--- config.mk ---
export PLATFORM = sky130hd
export DESIGN_NAME = srbk_cell
export DESIGN_NICKNAME = d
export VERILOG_FILES = /design/src/rtl/core/srbk_pkg.sv /design/src/rtl/core/srbk_cell.sv
export SDC_FILE = /design/constraint.sdc
export NUM_CORES = 1
export LEC_CHECK = 0
export BUFFER_PORTS_ARGS = -buffer_cell sky130_fd_sc_hd__buf_2
export CORE_AREA = 2 2 113 115
export CTS_BUF_LIST = sky130_fd_sc_hd__clkbuf_16
export DETAILED_ROUTE_END_ITERATION = 16
export DIE_AREA = 0 0 115 117
export SYNTH_ARGS = -nofsm -noshare
export SYNTH_HDL_FRONTEND = slang
export SYNTH_SLANG_ARGS = --single-unit
--- constraint.sdc ---
create_clock -name i_clk -period 6.6 [get_ports i_clk]
set_input_delay 0.66 -clock i_clk [delete_from_list [all_inputs] [get_ports i_clk]]
set_output_delay 0.66 -clock i_clk [all_outputs]
set_load 0.05 [all_outputs]
--- src/rtl/core/srbk_pkg.sv ---
// ----------------------------------------------------------------------------
// srbk_pkg: shared types for the record sorter
// Beat payloads, cell entry and cell control for the insertion chain.
// ----------------------------------------------------------------------------
package srbk_pkg;

    localparam int MAX_RECORDS_DEF = 64;

    typedef struct packed {
        logic signed [31:0] sort_key;
        logic        [15:0] record_tag;
        logic               final_item;
    } t_in_beat;

    typedef struct packed {
        logic signed [31:0] sorted_key;
        logic        [15:0] sorted_tag;
        logic               run_end;
    } t_out_beat;

    typedef struct packed {
        logic               valid;
        logic signed [31:0] key;
        logic        [15:0] tag;
    } t_entry;

    typedef struct packed {
        logic insert;
        logic shift;
    } t_cell_ctl;

endpackage

--- src/rtl/core/srbk_cell.sv ---
// ----------------------------------------------------------------------------
// srbk_cell: one slot of the insertion chain
// Holds one record; takes the new record, its left neighbour's record on
// insertion, or its right neighbour's record while the chain drains.
// ----------------------------------------------------------------------------
module srbk_cell (
    input  logic                i_clk,
    input  logic                i_rst_n,
    input  srbk_pkg::t_cell_ctl i_ctl,
    input  srbk_pkg::t_entry    i_new,
    input  srbk_pkg::t_entry    i_left,
    input  logic                i_left_ins,
    input  srbk_pkg::t_entry    i_right,
    output srbk_pkg::t_entry    o_entry,
    output logic                o_ins
);

    logic               r_valid;
    logic signed [31:0] r_key;
    logic        [15:0] r_tag;
    srbk_pkg::t_entry   n_entry;
    logic               n_load;

    assign o_ins = !r_valid || ($signed(r_key) > $signed(i_new.key));

    always_comb begin
        n_load  = 1'b0;
        n_entry = i_new;
        if (i_ctl.shift) begin
            n_load  = 1'b1;
            n_entry = i_right;
        end else if (i_ctl.insert && o_ins) begin
            n_load  = 1'b1;
            n_entry = i_left_ins ? i_left : i_new;
        end
    end

    always_ff @(posedge i_clk) begin
        if (!i_rst_n) begin
            r_valid <= 1'b0;
        end else if (n_load) begin
            r_valid <= n_entry.valid;
        end
        if (n_load) begin
            r_key <= n_entry.key;
            r_tag <= n_entry.tag;
        end
    end

    assign o_entry = '{valid: r_valid, key: r_key, tag: r_tag};

endmodule

# Word-level counts from Yosys, hierarchy flattened
# Cells that the tools add are included.
dict set report word_totals {
  ram_bits 0
  n_memories 0
  rom_bits 0
  regBits 49
  out_inout_bits 50
  latchBits 0
  inputBits 152
}
dict set report op_classes {
  div_mod_pow 0
  eq_ne 0
  multipliers 0
  add_sub_neg 0
  shifts 0
  bitwise_logic 0
  magnitude_cmp 1
  n_mux 5
  reduce_logical 3
}
# operator n
set ops {}
lappend ops {{two-way mux 49 bit} 3}
lappend ops {{> comparator 32 bit} 1}
lappend ops {{two-way mux 1 bit} 2}
lappend ops {{logical AND 1 bit} 1}
lappend ops {{logical NOT 1 bit} 1}
lappend ops {{logical OR 1 bit} 1}

# Longest topological paths before layout
dict set report depth {
  depth_word 5
  mapped_depth 11
  depth_no_buf 9
}

# Worst setup path before layout
# Ideal clock, no wire load.
dict set report synth_timing {
  kind {input-to-reg}
  startpoint {input i_new[47] (netlist name)}
  endpoint {register r_key[0], enable pin}
  setup_slack_ns 2.805
  setup_ns 0.370
  path_buffers 1
  stages 10
  t_arrival_ns 3.425
  cell_sequence {inv_1 > ha_1 > nand4_1 > or4_4 > or3_1 > and3_4 > a22oi_1 > nand3_1 > buf_2 > or2_2}
}
dict set report synth_between {
  elab_chain_cells 5
}
# item line
set synth_lines {}
lappend synth_lines {{start: declaration} srbk_cell.sv:10} ;# input srbk_pkg::t_entry i_new,
lappend synth_lines {{> comparator 32 bit} srbk_cell.sv:24} ;# assign o_ins = !r_valid || ($signed(r_key) > $signed(i_new.key));
lappend synth_lines {{logical OR 1 bit} srbk_cell.sv:24}
lappend synth_lines {{logical AND 1 bit} srbk_cell.sv:32} ;# end else if (i_ctl.insert && o_ins) begin
lappend synth_lines {{two-way mux 1 bit} srbk_cell.sv:32}
lappend synth_lines {{two-way mux 1 bit} srbk_cell.sv:29} ;# if (i_ctl.shift) begin
lappend synth_lines {{net n_load} srbk_cell.sv:22} ;# logic n_load;
lappend synth_lines {{end signal: assignment} srbk_cell.sv:45} ;# r_key <= n_entry.key;
lappend synth_lines {{end: declaration} srbk_cell.sv:19} ;# logic signed [31:0] r_key;
# The timed path passes the listed nets, and every way through them passes these cells.
# A chain may end at the register's enable or synchronous reset.

==> flow_summary.json <==
{
  "run_status": "complete, no violations",
  "final_setup_tns_ps": 0,
  "grt.overflow.total": 0,
  "final_hold_vios": 0,
  "cts_buffers": 5,
  "antenna-diode-count": 0,
  "detail_route.vias_per_cell": 5.84,
  "hp-class": "in2reg",
  "final_cycle_share_pct": 58.0,
  "grt_max_degree": 91,
  "hold_path.startpoint": "i_right[40]",
  "gr_util_all_layers_pct": 20.2,
  "number_of_antenna_violations_at_the_first_check_in_global_routing": 1,
  "layoutNonFillerInstCount": 741,
  "areaGrowthSynthToFinish_pct": 29.5,
  "synth_enable_flop_cells": 48,
  "finClkSkew_ps": 7.48,
  "cts-root-buf": "clkbuf_16",
  "number_of_fillers_in_the_final_layout": 1269,
  "floorplan.rows": 41,
  "grt_pass1_wl_mm": 21.3,
  "power_report.internal_total_uw": 708,
  "drt_first_pass_iters": 5,
  "synthArstFlopShare_pct": 0,
  "start_kind": "primary input",
  "worstReg2RegEnd": "r_key[14]$_DFFE_PP_",
  "synth-warning-count": 0,
  "crit_path_end_kind": "flip-flop",
  "drc_violation_count_after_routing": 0,
  "average_wire_length_per_cell_after_detail_routing_um": 19.1,
  "worst_setup_hold_path_clk_slew_ps": 70,
  "synth_seq_cells": 49,
  "crit_path_top_delay_cell": "or4_4",
  "maxSlewViolCount": 0,
  "max-cap-violations": 0,
  "pin_count": 202,
  "synth_area_leaders": "edfxtp_1 (36%), o311ai_1 (13%), ha_1 (10%)",
  "worst-endpoint-arrival_ps": 3820,
  "drt_iter0_drc": 337,
  "whs_ps": 675,
  "post-dp-hpwl_mm": 9.86,
  "synth_area_per_cell_um2": 9.46,
  "ff2ff_path_depth": 8,
  "clock.fmax_ghz": 0.261,
  "combPwrFrac_pct": 45.2,
  "synth.largest_area_cell": "edfxtp_1",
  "cts_resized": 0,
  "htreeDepth": 2,
  "hold_end": "r_key[24]$_DFFE_PP_",
  "cellLeakagePower_uw": 0.00224,
  "first_global_vias": 4145,
  "route.vias.total": 4327,
  "netSwitchingFraction_pct": 43.7,
  "power.sequential.fraction_pct": 35.1,
  "grt_setup_unrepaired": "false",
  "register_area_share_after_synthesis_pct": 36.6,
  "synth.net_count": 606,
  "final_antenna_net_count": 0,
  "slew_margin_rel_pct": 8.79,
  "buffer_ports.inserted": 201,
  "route.final.wire_length_mm": 14.2,
  "maximum_number_of_buffers_from_clock_root_to_sink": 2,
  "layout-drive-gt1-share_pct": 37.7,
  "floorplan.die_area_um2": 13500,
  "synthFlopType": "edfxtp_1",
  "cp_slowest_stage_delay_ps": 580,
  "gp_congestion": 0.807,
  "timing_worst_setup_path_type": "in2reg",
  "min_delay_path_depth": 3,
  "r2r_start": "r_key[31]$_DFFE_PP_",
  "power_switching_uw": 549,
  "synth_top_area_share_pct": 36.1,
  "critical_path_required_ps": 6600,
  "cts_tree": "built",
  "die_y_um": 117,
  "setup_viol": 0,
  "place_inst": 733,
  "clk_latency_ps": 280,
  "worst_ir_drop_vdd_mv": 0.116,
  "timing.reg2reg.setup_slack_ps": 2880,
  "initial_utilization_pct": 32.4,
  "max_slew.worst_pin.slew_ps": 1360,
  "yosysUniqueCellTypes": 37,
  "hold_buffers_post_cts": 0,
  "critPathMaxFanout": 47,
  "synthesis.instances": 422,
  "p_per_area_nw_per_um2": 243,
  "coreArea_um2": 12300,
  "post_cts_repair_setup_buffers": 0,
  "power.share.clock_pct": 19.7,
  "dieWidth_um": 115,
  "layout.nets": 774,
  "numClockSinks": 49,
  "finalWorstPathRequiredPeriod_ps": 3830,
  "cp_cell_sequence": "buf_2, inv_1, ha_1, nand4_1, or4_4, or3_1, and3_4, a22o_2, o311ai_0, o311ai_1",
  "synthesis.area_um2": 3990
}
per-stage QoR:
| step | power [µW] | utilization, % | worst slack, ps | instance area, µm² |
|---|---|---|---|---|
| 2_1_floorplan | 845 | - | 2810 | 3990 |
| 3_3_place_gp | 1010 | 40.9 | 2590 | 5030 |
| 3_5_place_dp | 1020 | 40.9 | 2490 | 5030 |
| 4_1_cts | 1270 | 42.0 | 2780 | 5170 |
| 5_1_grt | 1330 | 42.0 | 2580 | 5170 |
| 6_report | 1260 | 42.0 | 2770 | 5170 |
critical path: cells and delay by family:
kind / cells / cell delay (ps)
AOI/OAI and AO/OA: 3 / 1260
adders and majority gates: 1 / 410
buffers and inverters: 2 / 140
and+or+nand+nor: 4 / 1350
layout by cell type, fill, tap and decap left out, drive strengths merged, types with 19 or more instances in the layout:
cell / count
a22oi: 19
o311ai: 78
ha: 32
nand2b: 19
edfxtp: 48
a21oi: 47
buf: 206
nor3: 33
inv: 35
o211ai: 20
state kept, by name, indices dropped and copies added, names as in the netlist:
register  flops
r_key        32
r_tag        16
r_valid       1
layer usage:
metal	GRT usage (%)	vias to the layer above	routed length (µm)
met5	0	-	0
met4	5.06	0	174
met3	3.96	14	1070
met2	35.1	201	6950
met1	26.1	2058	5960
li1	-	2054	-
how the worst max path moves through the flow:
stage	from	end	slack, ps	depth (start not counted)
CTS	i_new[47]	r_key[18]$_DFFE_PP_	2780	11
floorplan	i_new[47]	r_key[0]$_DFFE_PP_	2810	10
finish	i_new[47]	r_key[14]$_DFFE_PP_	2770	10
global placement	i_new[47]	r_key[18]$_DFFE_PP_	2590	11
detailed placement	i_new[47]	r_key[2]$_DFFE_PP_	2490	11
global route	i_new[47]	r_key[18]$_DFFE_PP_	2580	11
cell usage after synthesis, types with 10 or more instances:
library cell and n:
ha_1 32, nor3_1 33, a21oi_1 47, nand2_1 10
edfxtp_1 48, o311ai_1 58, clkbuf_1 32, o311ai_0 18
o211ai_1 20, a22oi_1 19, nand2b_1 19, inv_1 35
power by group through the flow:
stage | registers, µW | clock network, µW | logic, µW
global placement | 448 | 0 | 562
global route | 448 | 267 | 612
floorplan | 630 | 0 | 215
finish | 442 | 248 | 568
detailed placement | 448 | 0 | 569
CTS | 442 | 257 | 570
cell type report:
cell class	instances	area (µm²)	share of cell area (%)
clock inverters	3	12.5	0.242
repair buffers	206	1050	20.2
clock buffers	5	125	2.42
inverters	35	131	2.54
multi-input cells	293	2200	42.7
well taps	150	188	3.63
flip-flops and latches	49	1460	28.3
kinds of logic (layout without fill, tap and decap cells):
kind of cell    Yosys count  after routing  share of synthesized area, %
simple gates             84             84                          11.7
xor+xnor                  1              1                         0.220
buf+inv                  80            249                          8.62
compound gates          176            176                          32.8
fa+ha+maj                32             32                          10.0
flops                    49             49                          36.6
Note: power is estimated with default switching activity, not from simulation.
